`src/sv/tqs_pkg.sv`:
```
package tqs_pkg;

  localparam int SMP_W         = 12;
  localparam int DEB_W         = 16;
  localparam int TIME_W        = 32;
  localparam int COORD_W       = 16;
  localparam int DIV_W         = 2 * SMP_W;
  localparam int FIELD_SAMPLES = 5;
  localparam int SAMPLES_DEF   = 5;
  localparam int APB_ADDR_W    = 5;
  localparam int APB_DATA_W    = 32;

  localparam logic [COORD_W-1:0] NOT_TOUCHED_RAW = 16'hFFFF;
  localparam logic [COORD_W-1:0] SAT16           = 16'hFFFF;

  typedef enum logic [2:0] {
    REG_X_START  = 3'd0,
    REG_X_END    = 3'd1,
    REG_Y_START  = 3'd2,
    REG_Y_END    = 3'd3,
    REG_X_PIX    = 3'd4,
    REG_Y_PIX    = 3'd5,
    REG_PRESSURE = 3'd6,
    REG_DEBOUNCE = 3'd7
  } reg_idx_e;

  typedef struct packed {
    logic [SMP_W-1:0] x_raw_start;
    logic [SMP_W-1:0] x_raw_end;
    logic [SMP_W-1:0] y_raw_start;
    logic [SMP_W-1:0] y_raw_end;
    logic [SMP_W-1:0] x_pixels;
    logic [SMP_W-1:0] y_pixels;
    logic [SMP_W-1:0] pressure_limit;
    logic [DEB_W-1:0] debounce_ms;
  } cfg_t;

  typedef enum logic [2:0] {
    ST_IDLE,
    ST_ACCUM,
    ST_AVG,
    ST_MULT,
    ST_SCALE_GO,
    ST_SCALE_WAIT,
    ST_OUT
  } state_e;

endpackage

```
`src/sv/tqs_cfg_regs.sv`:
```
module tqs_cfg_regs import tqs_pkg::*; (
  input  logic                  clk_i,
  input  logic                  rst_ni,
  input  logic                  psel,
  input  logic                  penable,
  input  logic                  pwrite,
  input  logic [APB_ADDR_W-1:0] paddr,
  input  logic [APB_DATA_W-1:0] pwdata,
  output logic [APB_DATA_W-1:0] prdata,
  output logic                  pready,
  output cfg_t                  cfg_o
);

  cfg_t     cfg_q, cfg_d;
  reg_idx_e idx;
  logic     wr_en;

  assign idx    = reg_idx_e'(paddr[4:2]);
  assign wr_en  = psel && penable && pwrite;
  assign pready = 1'b1;
  assign cfg_o  = cfg_q;

  always_comb begin
    cfg_d = cfg_q;
    if (wr_en) begin
      case (idx)
        REG_X_START:  cfg_d.x_raw_start    = pwdata[SMP_W-1:0];
        REG_X_END:    cfg_d.x_raw_end      = pwdata[SMP_W-1:0];
        REG_Y_START:  cfg_d.y_raw_start    = pwdata[SMP_W-1:0];
        REG_Y_END:    cfg_d.y_raw_end      = pwdata[SMP_W-1:0];
        REG_X_PIX:    cfg_d.x_pixels       = pwdata[SMP_W-1:0];
        REG_Y_PIX:    cfg_d.y_pixels       = pwdata[SMP_W-1:0];
        REG_PRESSURE: cfg_d.pressure_limit = pwdata[SMP_W-1:0];
        REG_DEBOUNCE: cfg_d.debounce_ms    = pwdata[DEB_W-1:0];
        default:      cfg_d = cfg_q;
      endcase
    end
  end

  always_comb begin
    case (idx)
      REG_X_START:  prdata = APB_DATA_W'(cfg_q.x_raw_start);
      REG_X_END:    prdata = APB_DATA_W'(cfg_q.x_raw_end);
      REG_Y_START:  prdata = APB_DATA_W'(cfg_q.y_raw_start);
      REG_Y_END:    prdata = APB_DATA_W'(cfg_q.y_raw_end);
      REG_X_PIX:    prdata = APB_DATA_W'(cfg_q.x_pixels);
      REG_Y_PIX:    prdata = APB_DATA_W'(cfg_q.y_pixels);
      REG_PRESSURE: prdata = APB_DATA_W'(cfg_q.pressure_limit);
      REG_DEBOUNCE: prdata = APB_DATA_W'(cfg_q.debounce_ms);
      default:      prdata = '0;
    endcase
  end

  always_ff @(posedge clk_i or negedge rst_ni) begin
    if (!rst_ni) begin
      cfg_q.x_raw_start    <= 12'd0;
      cfg_q.x_raw_end      <= 12'd4095;
      cfg_q.y_raw_start    <= 12'd0;
      cfg_q.y_raw_end      <= 12'd4095;
      cfg_q.x_pixels       <= 12'd320;
      cfg_q.y_pixels       <= 12'd240;
      cfg_q.pressure_limit <= 12'd1500;
      cfg_q.debounce_ms    <= 16'd50;
    end else begin
      cfg_q <= cfg_d;
    end
  end

endmodule

```
`src/sv/tqs_serial_div.sv`:
```
module tqs_serial_div import tqs_pkg::*; (
  input  logic             clk_i,
  input  logic             rst_ni,
  input  logic             start_i,
  input  logic [DIV_W-1:0] dividend_i,
  input  logic [SMP_W-1:0] divisor_i,
  output logic             done_o,
  output logic [DIV_W-1:0] quot_o
);

  localparam int CNT_W = $clog2(DIV_W);

  logic             busy_q, busy_d;
  logic             done_q, done_d;
  logic [CNT_W-1:0] cnt_q, cnt_d;
  logic [DIV_W-1:0] quo_q, quo_d;
  logic [SMP_W-1:0] rem_q, rem_d;
  logic [SMP_W-1:0] dsr_q, dsr_d;
  logic [SMP_W:0]   trial;
  logic             fits;

  // restoring divide, one quotient bit per cycle, MSB first
  assign trial = {rem_q, quo_q[DIV_W-1]};
  assign fits  = trial >= {1'b0, dsr_q};

  always_comb begin
    busy_d = busy_q;
    done_d = 1'b0;
    cnt_d  = cnt_q;
    quo_d  = quo_q;
    rem_d  = rem_q;
    dsr_d  = dsr_q;
    if (start_i) begin
      busy_d = 1'b1;
      cnt_d  = CNT_W'(DIV_W - 1);
      quo_d  = dividend_i;
      rem_d  = '0;
      dsr_d  = divisor_i;
    end else if (busy_q) begin
      rem_d = fits ? SMP_W'(trial - {1'b0, dsr_q}) : trial[SMP_W-1:0];
      quo_d = {quo_q[DIV_W-2:0], fits};
      cnt_d = cnt_q - 1'b1;
      if (cnt_q == '0) begin
        busy_d = 1'b0;
        done_d = 1'b1;
      end
    end
  end

  always_ff @(posedge clk_i or negedge rst_ni) begin
    if (!rst_ni) begin
      busy_q <= 1'b0;
      done_q <= 1'b0;
      cnt_q  <= '0;
    end else begin
      busy_q <= busy_d;
      done_q <= done_d;
      cnt_q  <= cnt_d;
    end
  end

  always_ff @(posedge clk_i) begin
    quo_q <= quo_d;
    rem_q <= rem_d;
    dsr_q <= dsr_d;
  end

  assign done_o = done_q;
  assign quot_o = quo_q;

endmodule

```
`src/sv/touch_qualify_and_scale_core.sv`:
```
// Flow: an input transfer with the touch not latched goes straight to the result state; a
// latched touch sums SAMPLES_PER_READ samples, averages them and multiplies, then skips
// scaling or runs the serial divide for the scaling step before the result is loaded.
// Throughput: one query at a time; the next input transfer is taken once the result is
// loaded, and a stalled result only blocks once a second result waits.
// Reset (rst_ni low, async): registers to defaults, touch released.
module touch_qualify_and_scale_core import tqs_pkg::*; #(
  parameter int SAMPLES_PER_READ = SAMPLES_DEF
) (
  input  logic                  clk_i,
  input  logic                  rst_ni,
  input  logic                  psel,
  input  logic                  penable,
  input  logic                  pwrite,
  input  logic [APB_ADDR_W-1:0] paddr,
  input  logic [APB_DATA_W-1:0] pwdata,
  output logic [APB_DATA_W-1:0] prdata,
  output logic                  pready,
  input  logic                  in_valid_i,
  output logic                  in_ready_o,
  input  logic                  func_i,
  input  logic                  pen_detected_i,
  input  logic [SMP_W-1:0]      z1_sample_i,
  input  logic [SMP_W-1:0]      z2_sample_i,
  input  logic [TIME_W-1:0]     now_ms_i,
  input  logic [SMP_W-1:0]      sample_a_i,
  input  logic [SMP_W-1:0]      sample_b_i,
  input  logic [SMP_W-1:0]      sample_c_i,
  input  logic [SMP_W-1:0]      sample_d_i,
  input  logic [SMP_W-1:0]      sample_e_i,
  output logic                  out_valid_o,
  input  logic                  out_ready_i,
  output logic                  touched_o,
  output logic [COORD_W-1:0]    raw_average_o,
  output logic [COORD_W-1:0]    pixel_coord_o
);

  localparam int SUM_W   = SMP_W + $clog2(SAMPLES_PER_READ);
  localparam int CNT_W   = $clog2(SAMPLES_PER_READ + 1);
  localparam int FLD_W   = $clog2(FIELD_SAMPLES);
  // average by reciprocal multiply; the extra shift keeps it exact over the sum range
  localparam int RCP_SH  = SUM_W + 5;
  localparam int RCP_W   = RCP_SH + 1;
  localparam int RPROD_W = SUM_W + RCP_W;
  localparam logic [RCP_W-1:0] RCP_MUL =
    RCP_W'(((64'd1 << RCP_SH) + SAMPLES_PER_READ - 1) / SAMPLES_PER_READ);

  cfg_t cfg;

  tqs_cfg_regs u_regs (
    .clk_i   (clk_i),
    .rst_ni  (rst_ni),
    .psel    (psel),
    .penable (penable),
    .pwrite  (pwrite),
    .paddr   (paddr),
    .pwdata  (pwdata),
    .prdata  (prdata),
    .pready  (pready),
    .cfg_o   (cfg)
  );

  state_e state_q, state_d;

  logic              latched_q, latched_d;
  logic [TIME_W-1:0] deb_start_q, deb_start_d;
  logic              out_valid_q, out_valid_d;
  logic              out_load;

  logic [SMP_W-1:0]  smp_q [FIELD_SAMPLES];
  logic              axis_q;
  logic [SUM_W-1:0]  sum_q;
  logic [CNT_W-1:0]  cnt_q;
  logic [FLD_W-1:0]  fld_q;
  logic [SMP_W-1:0]  avg_q;
  logic [DIV_W-1:0]  prod_q;
  logic              res_touched_q;
  logic [COORD_W-1:0] res_avg_q, res_pix_q;
  logic              touched_q;
  logic [COORD_W-1:0] raw_avg_q, pix_q;

  logic              in_xfer;
  logic [SMP_W-1:0]  zdiff;
  logic              current;
  logic [TIME_W-1:0] elapsed;
  logic [SMP_W-1:0]  cal_start, cal_end, cal_pix, span;
  logic [RPROD_W-1:0] avg_prod;
  logic [SMP_W-1:0]  avg_w;
  logic              skip_scale;
  logic              last_sample;

  logic              div_start, div_done;
  logic [DIV_W-1:0]  div_quot;

  assign in_ready_o = (state_q == ST_IDLE);
  assign in_xfer    = in_valid_i && in_ready_o;

  // debounce
  assign zdiff   = (z2_sample_i > z1_sample_i) ? (z2_sample_i - z1_sample_i)
                                               : (z1_sample_i - z2_sample_i);
  assign current = pen_detected_i && (zdiff <= cfg.pressure_limit);
  assign elapsed = now_ms_i - deb_start_q;

  always_comb begin
    latched_d   = latched_q;
    deb_start_d = deb_start_q;
    if (in_xfer) begin
      if (!latched_q && current) begin
        latched_d = (elapsed >= TIME_W'(cfg.debounce_ms));
      end else if (latched_q && !current) begin
        latched_d = 1'b0;
      end else begin
        deb_start_d = now_ms_i;
      end
    end
  end

  assign cal_start = axis_q ? cfg.y_raw_start : cfg.x_raw_start;
  assign cal_end   = axis_q ? cfg.y_raw_end   : cfg.x_raw_end;
  assign cal_pix   = axis_q ? cfg.y_pixels    : cfg.x_pixels;
  assign span      = cal_end - cal_start;

  assign avg_prod    = {{RCP_W{1'b0}}, sum_q} * {{SUM_W{1'b0}}, RCP_MUL};
  assign avg_w       = avg_prod[RCP_SH +: SMP_W];
  assign skip_scale  = (cal_end <= cal_start) || (avg_q < cal_start);
  assign last_sample = (cnt_q == CNT_W'(SAMPLES_PER_READ - 1));

  assign div_start = (state_q == ST_SCALE_GO);

  tqs_serial_div u_div (
    .clk_i      (clk_i),
    .rst_ni     (rst_ni),
    .start_i    (div_start),
    .dividend_i (prod_q),
    .divisor_i  (span),
    .done_o     (div_done),
    .quot_o     (div_quot)
  );

  always_comb begin
    state_d  = state_q;
    out_load = 1'b0;
    case (state_q)
      ST_IDLE: begin
        if (in_xfer) state_d = latched_d ? ST_ACCUM : ST_OUT;
      end
      ST_ACCUM: begin
        if (last_sample) state_d = ST_AVG;
      end
      ST_AVG: begin
        state_d = ST_MULT;
      end
      ST_MULT: begin
        state_d = skip_scale ? ST_OUT : ST_SCALE_GO;
      end
      ST_SCALE_GO: begin
        state_d = ST_SCALE_WAIT;
      end
      ST_SCALE_WAIT: begin
        if (div_done) state_d = ST_OUT;
      end
      ST_OUT: begin
        if (!out_valid_q || out_ready_i) begin
          out_load = 1'b1;
          state_d  = ST_IDLE;
        end
      end
      default: state_d = ST_IDLE;
    endcase
  end

  always_comb begin
    out_valid_d = out_valid_q;
    if (out_load) out_valid_d = 1'b1;
    else if (out_ready_i) out_valid_d = 1'b0;
  end

  always_ff @(posedge clk_i or negedge rst_ni) begin
    if (!rst_ni) begin
      state_q     <= ST_IDLE;
      latched_q   <= 1'b0;
      deb_start_q <= '0;
      out_valid_q <= 1'b0;
    end else begin
      state_q     <= state_d;
      latched_q   <= latched_d;
      deb_start_q <= deb_start_d;
      out_valid_q <= out_valid_d;
    end
  end

  always_ff @(posedge clk_i) begin
    case (state_q)
      ST_IDLE: begin
        if (in_xfer) begin
          smp_q[0]      <= sample_a_i;
          smp_q[1]      <= sample_b_i;
          smp_q[2]      <= sample_c_i;
          smp_q[3]      <= sample_d_i;
          smp_q[4]      <= sample_e_i;
          axis_q        <= func_i;
          sum_q         <= '0;
          cnt_q         <= '0;
          fld_q         <= '0;
          res_touched_q <= latched_d;
          res_avg_q     <= NOT_TOUCHED_RAW;
          res_pix_q     <= '0;
        end
      end
      ST_ACCUM: begin
        sum_q <= sum_q + SUM_W'(smp_q[fld_q]);
        cnt_q <= cnt_q + 1'b1;
        fld_q <= (fld_q == FLD_W'(FIELD_SAMPLES - 1)) ? '0 : fld_q + 1'b1;
      end
      ST_AVG: begin
        avg_q     <= avg_w;
        res_avg_q <= COORD_W'(avg_w);
      end
      ST_MULT: begin
        prod_q <= {{SMP_W{1'b0}}, avg_q - cal_start} * {{SMP_W{1'b0}}, cal_pix};
      end
      ST_SCALE_WAIT: begin
        if (div_done) begin
          res_pix_q <= (|div_quot[DIV_W-1:COORD_W]) ? SAT16 : div_quot[COORD_W-1:0];
        end
      end
      ST_OUT: begin
        if (out_load) begin
          touched_q <= res_touched_q;
          raw_avg_q <= res_avg_q;
          pix_q     <= res_pix_q;
        end
      end
      default: ;
    endcase
  end

  assign out_valid_o   = out_valid_q;
  assign touched_o     = touched_q;
  assign raw_average_o = raw_avg_q;
  assign pixel_coord_o = pix_q;

endmodule

```
`config.mk`:
```
export PLATFORM = sky130hd
export DESIGN_NAME = touch_qualify_and_scale_core
export DESIGN_NICKNAME = d
export VERILOG_FILES = /design/src/sv/tqs_pkg.sv /design/src/sv/tqs_cfg_regs.sv /design/src/sv/tqs_serial_div.sv /design/src/sv/touch_qualify_and_scale_core.sv
export SDC_FILE = /design/constraint.sdc
export NUM_CORES = 1
export LEC_CHECK = 0
export BUFFER_PORTS_ARGS = -buffer_cell sky130_fd_sc_hd__buf_2
export CAP_MARGIN = 25
export CORE_UTILIZATION = 55
export CTS_CLUSTER_SIZE = 10
export DETAILED_ROUTE_END_ITERATION = 7
export PLACE_DENSITY_LB_ADDON = 0.2
export SLEW_MARGIN = 20
export SYNTH_ARGS = -nofsm -noshare
export SYNTH_HDL_FRONTEND = slang
export SYNTH_HIERARCHICAL = 1
export SYNTH_SLANG_ARGS = --single-unit
```
`constraint.sdc`:
```
create_clock -name clk_i -period 9.7 [get_ports clk_i]
set_clock_uncertainty 0.2 [all_clocks]
set_input_delay 0 -clock clk_i [delete_from_list [all_inputs] [get_ports clk_i]]
set_output_delay 0 -clock clk_i [all_outputs]
set_load 0.05 [all_outputs]
```
==> results of run 1 <==
-- cell type report --
type	count	share of cell area
clock inverters	7	0.003876
inverters	367	0.04026
clock buffers	79	0.03814
repair buffers	420	0.09358
well taps	688	0.02516
multi-input cells	1832	0.4955
diodes	1	0.00007314
flip-flops and latches	373	0.3034
-- timing repair --
action / in CTS / in global routing
endpoints found under the hold margin: 286 / 0
hold buffers: 204 / 0
setup buffers: 0 / 0
-- through the flow --
step           hold WS [ps]  area (um^2)  worst slack [ps]
2_1_floorplan        -495.6        29240              1002
3_3_place_gp         -92.24        30700              1091
3_5_place_dp         -84.47        30710              1026
4_1_cts              0.3300        34210             999.1
5_1_grt               24.67        34210             374.4
6_report              35.12        34210             991.1
-- worst max-delay path, delay by kind of cell (launching register included) --
kind                       cells  cell delay (ps)
xor gates and xnor gates       2              630
DFF                            1              400
AOI/OAI and AO/OA             11             2640
muxes                          1              230
adders and majority gates      7             3430
and+or+nand+nor                3              570
buffers and inverters          4              360
-- cell families after synthesis --
family,Yosys count,synth area share
and+or+nand+nor,564,0.09721
adders and majority gates,474,0.2460
buffers and inverters,463,0.06578
AOI/OAI and AO/OA,390,0.09309
DFF,373,0.3557
muxes,288,0.1123
xor gates and xnor gates,99,0.02972
other,2,0.0002574
-- cells in the final DEF, fill, tap and decap left out, types with 54 or more instances in the layout --
| cell type | n |
|---|---|
| a21oi_1 | 93 |
| buf_2 | 193 |
| dfrtp_1 | 104 |
| dlygate4sd3_1 | 203 |
| edfxtp_1 | 214 |
| fa_1 | 166 |
| ha_1 | 308 |
| inv_1 | 365 |
| mux2_2 | 148 |
| mux2i_1 | 81 |
| nand2_1 | 153 |
| nor2_1 | 142 |
| o21ai_0 | 54 |
| xnor2_1 | 68 |
-- flip-flops by register name, indices dropped and copies added, names as in the netlist, 15 cells and up, named ones only --
| register | flops |
|---|---|
| u_regs/cfg_o | 100 |
| sum_q | 15 |
| pixel_coord_o | 16 |
| deb_start_q | 32 |
| smp_q | 60 |
| prod_q | 24 |
| u_div/quot_o | 24 |
| res_pix_q | 16 |
-- metal layers --
metal / routed length (um) / up-vias
li1: - / 9972
met1: 29390 / 10430
met2: 35940 / 555
met3: 3511 / 147
met4: 2530 / 4
met5: 27 / -
-- path summary, 6_finish.rpt --
kind | startpoint | cells after the start | slack, ps | to
worst min register to register | res_touched_q$_DFFE_PP_ | 0 | 210 | touched_o$_DFFE_PP_
max in group asynchronous | rst_ni | 4 | 8000 | deb_start_q[20]$_DFFE_PN0P_
worst max register to register | axis_q$_DFFE_PP_ | 28 | 990 | prod_q[22]$_DFFE_PP_
min in group asynchronous | rst_ni | 3 | 500 | u_regs/cfg_o[26]$_DFFE_PN1P_
worst min-delay path | now_ms_i[28] | 3 | 40 | deb_start_q[28]$_DFFE_PN0P_
worst max-delay path | axis_q$_DFFE_PP_ | 28 | 990 | prod_q[22]$_DFFE_PP_
==> qor.csv, run 1 <==
stage,metric,value,unit
run_status,status,completed,
die,initial_utilization,0.5564,
synth,synth_edf_count,214,
routing,ant_nets,0,
critical_path,crit_type,flip-flop to flip-flop,
die,die_y,232.3,um
sta,slew_viol_final,0,
placed_design,gp_congestion,0.8879,
sta,hold_viol_final,0,
clocking,cts.sinks,373,
routing,wire_per_inst,18.95,um
global_route,met1_usage,0.3313,
die,core_area,52450,um^2
global_route,grt_pass1_wl,112900,um
layout,nNetsFinal,3676,
synth,synthDistinctLibCells,110,
sta,period_minus_slack,8709,ps
synth,avgSynthCellArea,11.00,um^2
layout,area_growth,17.25,%
sta,worst_pin_slew,1049,ps
placed_design,io_buffers,194,
layout,multi_input_area,16950,um^2
synth,ys_seq_area_frac,0.3557,
layout,n_fill_cell,3977,
sta,setup_violations,0,
clocking,ctsHtreeMaxLevel,2,
global_route,busiest_layer,met2,
synth,synth_cells,2653,
sta,relSlewSlack,0.2870,
critical_path,worstSetupStartpointType,flip-flop,
synth,yosysWarnings,6,
routing,remaining_drc_errors,0,
synth,synthArstFlopShare,0.3861,
layout,seqCellArea,10380,um^2
critical_path,cpMaxStageDelayCell,a2111oi_0,
global_route,overflow,0,
clocking,clk_pin_slew,60,ps
clocking,cts_tree,yes,
placed_design,place_hpwl,51090,um
critical_path,arrival,8830,ps
sta,max_clock_freq,114.8,MHz
sta,fin_crit_sh,0.8978,
layout,fin_util,0.6524,
job,maxCapViolCount,0,
clocking,cts_buffers,46,
global_route,grt_max_degree,67,
die,pin_count,230,
routing,via_per_inst,5.604,
global_route,antenna_found_initial,3,
global_route,grt_pass1_vias,21640,
synth,yosys.area.top_type,edfxtp_1,
synth,synth_area_leaders,"edfxtp_1 (22%), ha_1 (13%), fa_1 (11%)",
clocking,clock_latency,590,ps
routing,wirelength,71400,um
die,die_w,232.3,um
global_route,met3_usage,0.04310,
synth,yosysMostFrequentCell,inv_1,
synth,ys_seq_elements,373,
synth,synth_top_area_frac,0.2202,
placed_design,dp.cells,3476,
routing,vias,21110,
layout,drive_gt1_frac,0.1748,
layout,layout.cells.non_filler,3767,
critical_path,cp_common_cell,fa_1,
critical_path,worstPathMaxFanout,12,
worst_hold_path,hp-class,input pin to flip-flop,
synth,synthFlopType,edfxtp_1,
sta,tns,0,ps
global_route,grtUsageTotal,0.2665,
die,std_cell_rows,84,
synth,ys_top_cells_by_count,"inv_1 (365), ha_1 (308), edfxtp_1 (214)",
global_route,grt.met2_usage,0.4629,
sta,rsz0062_at_grt,false,
critical_path,end_kind,flip-flop,
clocking,root_buffer,clkbuf_16,
critical_path,max_stage_delay,610,ps
critical_path,cp.required,9820,ps
routing,detail_route.iter0.violations,1109,
synth,netlist_area,29180,um^2
clocking,cts_resized,0,
clocking,cts_buffer_depth,3,
die,dieArea,53980,um^2
routing,dr.pass1.iters,7,
Power of run 1 is not shown: default switching activity piles up to over one toggle a cycle in this logic, so the estimate is an artifact.
==> run 2, diff against run 1 <==
==> constraint.sdc (replaced) <==
create_clock -name clk_i -period 9.7 [get_ports clk_i]
set_clock_uncertainty 0.2 [all_clocks]
set_input_delay 0.97 -clock clk_i [delete_from_list [all_inputs] [get_ports clk_i]]
set_output_delay 0.97 -clock clk_i [all_outputs]
set_load 0.05 [all_outputs]
==> qor.csv, run 2 (same netlist as run 1, synthesis figures left out) <==
stage,metric,value,unit,change
sta,worst_pin_slew,1000,ps,-48.34 ps
job,maxCapViolCount,0,,unchanged
critical_path,r2r_slack,640,ps,-350 ps
die,initial_utilization,0.5564,,unchanged
clocking,cts.sinks,373,,unchanged
die,dieArea,53980,um^2,unchanged
routing,dr.pass1.iters,5,,-2
clocking,clk_pin_slew,50,ps,about the same
critical_path,startpoint,axis_q$_DFFE_PP_,,
layout,nNetsFinal,3470,,-5.6%
sta,tns,0,ps,unchanged
clocking,cts_resized,0,,unchanged
global_route,grt_pass1_vias,20220,,-6.5%
sta,setup_violations,0,,unchanged
die,pin_count,230,,unchanged
sta,hold_viol_final,0,,unchanged
global_route,grt_max_degree,91,,+36%
worst_hold_path,hp-class,flip-flop to flip-flop,,
critical_path,worstPathMaxFanout,38,,+26
die,die_w,232.3,um,unchanged
sta,slew_viol_final,0,,unchanged
layout,n_fill_cell,4241,,+6.6%
placed_design,io_buffers,194,,unchanged
sta,relSlewSlack,0.3140,,+0.02698
critical_path,worstRegToRegCells,28,,unchanged
die,core_area,52450,um^2,unchanged
layout,area_growth,10.11,%,
run_status,status,completed,,
critical_path,cpMaxStageDelayCell,a2111oi_0,,
clocking,clock_latency,590,ps,about the same
critical_path,arrival,9170,ps,+340 ps
clocking,cts_buffer_depth,3,,unchanged
clocking,ctsHtreeMaxLevel,2,,unchanged
routing,vias,20090,,-4.8%
clocking,cts_buffers,46,,unchanged
placed_design,gp_congestion,0.9004,,+1.4%
routing,detail_route.iter0.violations,1063,,-4.1%
layout,largest_reg_flops,100,,unchanged
layout,final_common_cell,inv_1,,
worst_hold_path,holdPathEnd,raw_average_o[2]$_DFFE_PP_,,
sta,rsz0062_at_grt,false,,
critical_path,cp_common_cell,fa_1,,
die,die_y,232.3,um,unchanged
clocking,root_buffer,clkbuf_16,,
critical_path,worstSetupStartpointType,flip-flop,,
routing,remaining_drc_errors,0,,unchanged
critical_path,cp.required,9810,ps,about the same
critical_path,rr_endpoint,prod_q[22]$_DFFE_PP_,,
routing,ant_nets,0,,unchanged
sta,period_minus_slack,9063,ps,+354.0 ps
worst_hold_path,holdPathStages,0,,-3
die,std_cell_rows,84,,unchanged
sta,fin_crit_sh,0.9343,,+0.03650
clocking,hold_buffers,0,,-100%
routing,wire_per_inst,18.32,um,-3.4%
clocking,cts_tree,yes,,
clocking,cts_setup_buffers,0,,unchanged
global_route,grtUsageTotal,0.2436,,-0.02286
critical_path,end_kind,flip-flop,,
worst_hold_path,worstHoldStart,res_avg_q[2]$_SDFFCE_PN1P_,,
layout,mostFrequentLayoutCells,"inv_1 (365), ha_1 (308), edfxtp_1 (214)",,
global_route,antenna_found_initial,4,,+1
critical_path,crit_type,flip-flop to flip-flop,,
routing,wirelength,65180,um,-8.7%
critical_path,max_stage_delay,580,ps,-30 ps
critical_path,reg2reg_from,axis_q$_DFFE_PP_,,
sta,hold_ws,219.3,ps,+184.2 ps
sta,max_clock_freq,110.3,MHz,-3.9%
layout,drive_gt1_frac,0.1870,,+0.01217
routing,via_per_inst,5.646,,+0.76%
placed_design,place_hpwl,50380,um,-1.4%
global_route,overflow,0,,unchanged
global_route,grt_pass1_wl,104000,um,-7.9%
[run 2: cell count changes in the layout (fill, tap and decap cells not counted), sizes merged]
cell,change
clkinv,+1
dlygate4sd3,-203
buf,-3
bufinv,-1
diode,+2
clkbuf,-6
inv,+1
[run 2: layer usage]
metal	routed length, um	global-route usage
met4	1967	0.08285
met3	2973	0.03475
met2	32090	0.4142
met5	26	0
met1	28130	0.3174
[run 2: layout make-up]
type / count / area (um^2) / area share
sequential: 373 / 10380 / 0.3231
timing repair buffer: 214 / 1152 / 0.03587
multi-input combinational: 1832 / 16950 / 0.5277
clock inverter: 8 / 113.9 / 0.003544
inverter: 367 / 1378 / 0.04288
antenna: 3 / 7.507 / 0.0002337
tap: 688 / 860.8 / 0.02679
clock buffer: 73 / 1282 / 0.03992
[run 2: worst max-delay path: cells and delay by family (launching register included)]
| family | cells | cell delay [ps] |
|---|---|---|
| mux | 1 | 240 |
| compound gates | 11 | 2640 |
| xor+xnor | 2 | 710 |
| fa+ha+maj | 7 | 3450 |
| buf+inv | 4 | 430 |
| flops | 1 | 470 |
| simple gates | 3 | 580 |
[run 2: worst max path at each step]
stage,to,cells past startpoint
floorplan,prod_q[22]$_DFFE_PP_,31
global placement,prod_q[22]$_DFFE_PP_,28
detailed placement,prod_q[22]$_DFFE_PP_,28
CTS,prod_q[22]$_DFFE_PP_,28
global route,prod_q[22]$_DFFE_PP_,28
finish,prod_q[22]$_DFFE_PP_,28
[run 2: metrics by stage]
| stage | util | setup WS [ps] | area, um^2 | instances |
|---|---|---|---|---|
| 3_3_place_gp | 0.5852 | 833.6 | 30690 | 3472 |
| 4_1_cts | 0.6120 | 696.2 | 32100 | 3554 |
| 2_1_floorplan | - | 1002 | 29240 | 2668 |
| 3_5_place_dp | 0.5854 | 747.7 | 30700 | 3473 |
| 6_report | 0.6126 | 637.1 | 32130 | 3558 |
| 5_1_grt | 0.6125 | 147.4 | 32120 | 3556 |
Power of run 2 is left out for the same reason.
==> run 3, diff against run 2 <==
- ABC_AREA: default -> 1
- clock period: 9.7 -> 8.8 ns (I/O delays scaled with it)
==> qor.csv, run 3 <==
stage,metric,value,unit,change
worst_hold_path,hp-class,input pin to asynchronous set/reset pin,,
synth,synthXorXnorAreaFrac,0.02232,,-0.007391
sta,setup_violations,0,,unchanged
synth,synth_simple_gate_area_frac,0.1981,,+0.1009
critical_path,cp_common_cell,nand2_1,,
die,std_cell_rows,85,,+1.2%
synth,yosys.area.top_type,edfxtp_1,,
layout,largest_reg_flops,100,,unchanged
routing,wirelength,72200,um,+11%
sta,period_minus_slack,7724,ps,-1339 ps
die,pin_count,230,,unchanged
clocking,cts_setup_buffers,0,,unchanged
clocking,cts.sinks,373,,unchanged
placed_design,io_buffers,194,,unchanged
layout,antenna_cells,0,,-3
run_status,status,completed,,
layout,seqCellArea,10380,um^2,unchanged
synth,synthFlopType,edfxtp_1,,
layout,fin_util,0.6146,,+0.001984
routing,ant_nets,0,,unchanged
clocking,cts_buffer_depth,3,,unchanged
clocking,cts_buffers,46,,unchanged
placed_design,place_hpwl,55820,um,+11%
die,initial_utilization,0.5591,,+0.002773
clocking,clock_latency,580,ps,about the same
global_route,grt_pass1_wl,119100,um,+14%
synth,ys_seq_area_frac,0.3436,,-0.01213
critical_path,worstSetupStartpointType,flip-flop,,
routing,dr.pass1.iters,5,,unchanged
critical_path,cpMaxStageDelayCell,o21ai_0,,
critical_path,worstPathMaxFanout,13,,-66%
routing,detail_route.iter0.violations,1736,,+63%
global_route,antenna_found_initial,2,,-2
sta,rsz0062_at_grt,false,,
critical_path,crit_type,flip-flop to flip-flop,,
synth,ys_top_cells_by_count,"nand2_1 (781), inv_1 (658), nor2_1 (336)",,
routing,vias,24100,,+20%
synth,synth_cells,3623,,+37%
clocking,ctsHtreeMaxLevel,2,,unchanged
global_route,met3_usage,0.04002,,+0.005274
global_route,overflow,0,,unchanged
layout,mostFrequentLayoutCells,"nand2_1 (781), inv_1 (658), nor2_1 (333)",,
clocking,clk_pin_slew,60,ps,about the same
sta,slew_viol_final,0,,unchanged
sta,max_clock_freq,129.5,MHz,+17%
die,core_area,54030,um^2,+3.0%
synth,yosysMostFrequentCell,nand2_1,,
layout,multi_input_area,16860,um^2,-0.56%
synth,synthDistinctLibCells,59,,-46%
routing,via_per_inst,5.322,,-5.7%
synth,synth_compound_area_frac,0.08764,,-0.005451
synth,synthArstFlopShare,0.3861,,unchanged
synth,yosysWarnings,6,,unchanged
critical_path,cp.required,8910,ps,-900 ps
layout,n_fill_cell,4811,,+13%
layout,fin_area,33200,um^2,+3.3%
critical_path,arrival,7840,ps,-1330 ps
sta,fin_crit_sh,0.8777,,-0.05660
global_route,busiest_layer,met2,,
placed_design,gp_congestion,0.9027,,+0.26%
job,maxCapViolCount,0,,unchanged
layout,final_common_cell,nand2_1,,
die,die_w,236.4,um,+1.7%
synth,synth_area_leaders,"edfxtp_1 (21%), ha_1 (13%), fa_1 (11%)",,
sta,hold_ws,112.7,ps,-106.6 ps
synth,avgSynthCellArea,8.338,um^2,-24%
critical_path,end_kind,flip-flop,,
clocking,hold_buffers,0,,unchanged
layout,drive_gt1_frac,0.1114,,-0.07552
die,die_y,236.4,um,+1.7%
routing,remaining_drc_errors,0,,unchanged
sta,relSlewSlack,0.3335,,+0.01953
routing,wire_per_inst,15.95,um,-13%
global_route,grt.met2_usage,0.4403,,+0.02604
synth,synth_top_area_frac,0.2127,,-0.007507
layout,nNetsFinal,4431,,+28%
synth,synth_edf_count,214,,unchanged
clocking,cts_tree,yes,,
placed_design,place_area,31760,um^2,+3.4%
sta,hold_viol_final,0,,unchanged
layout,area_growth,9.915,%,
synth,netlist_area,30210,um^2,+3.5%
global_route,met1_usage,0.3556,,+0.03819
die,dieArea,55870,um^2,+3.5%
clocking,cts_resized,0,,unchanged
clocking,root_buffer,clkbuf_16,,
global_route,grt_pass1_vias,23530,,+16%
global_route,grt_max_degree,78,,-14%
sta,worst_pin_slew,997.3,ps,-3.098 ps
sta,tns,0,ps,unchanged
global_route,grtUsageTotal,0.2649,,+0.02128
synth,synth_fa_ha_area_frac,0.2376,,-0.008384
synth,ys_seq_elements,373,,unchanged
critical_path,max_stage_delay,700,ps,+120 ps
synth,synth_top_family_by_area,adder cells,,
synth,synth.area.mux_share,0.008781,,-0.1035
==> run 3: cell types whose count changed after synthesis, moves of 31 or more <==
cell and delta:
nand2_1 +628, nand2b_1 -49, o21ai_0 +126, nor2_1 +191
inv_1 +293, mux2_2 -136, nor2b_1 -31, nand3_1 +85
mux2_1 -46, xnor2_1 -43, a21oi_1 +85, mux2i_1 -69
nand4_1 +70
==> run 3: routing by layer <==
metal  share of wire  vias to the layer above
li1                -                    11940
met1            0.44                    11320
met2            0.47                      726
met3           0.064                      117
met4           0.026                        0
met5               0                        -
==> run 3: logic make-up (layout without fill, tap and decap cells) <==
group / after synthesis / after routing
xor+xnor: 77 / 77
simple gates: 1418 / 1418
other cells: 2 / 17
compound gates: 474 / 474
buf+inv: 780 / 974
mux: 25 / 25
flops: 373 / 373
fa+ha+maj: 474 / 474
==> run 3: worst paths after layout <==
check,startpoint,end,slack [ps],cells past startpoint
max,axis_q$_DFFE_PP_,prod_q[21]$_DFFE_PP_,1080,31
min,rst_ni,u_regs/cfg_o[41]$_DFFE_PN0P_,110,1
max reg2reg,axis_q$_DFFE_PP_,prod_q[21]$_DFFE_PP_,1080,31
min reg2reg,res_pix_q[7]$_SDFFCE_PN0P_,pixel_coord_o[7]$_DFFE_PP_,210,0
max in group asynchronous,rst_ni,state_q[0]$_DFFE_PN0P_,6870,2
min in group clk_i,res_pix_q[7]$_SDFFCE_PN0P_,pixel_coord_o[7]$_DFFE_PP_,210,0
==> run 3: final cells by class <==
type / instances / area share
Tap cell: 696 / 0.02623
Sequential cell: 373 / 0.3126
Clock inverter: 7 / 0.002035
Clock buffer: 78 / 0.03983
Inverter: 674 / 0.07619
Timing Repair Buffer: 215 / 0.03538
Multi-Input combinational cell: 2485 / 0.5077
==> run 3: worst max-delay path: cells and delay by family, from the launching register on <==
kind	cells	cell delay, ps
fa+ha+maj	7	3100
buf+inv	5	480
xor+xnor	1	150
compound gates	7	1770
flops	1	610
simple gates	11	1150
==> run 3: through the flow <==
| stage | worst slack [ps] | cells |
|---|---|---|
| after floorplan | 1506 | 3638 |
| after detailed placement | 1183 | 4440 |
| after global placement | 1233 | 4439 |
| after global routing | 547.9 | 4528 |
| after CTS | 1143 | 4525 |
| final | 1076 | 4528 |
Power of run 3 is left out for the same reason.
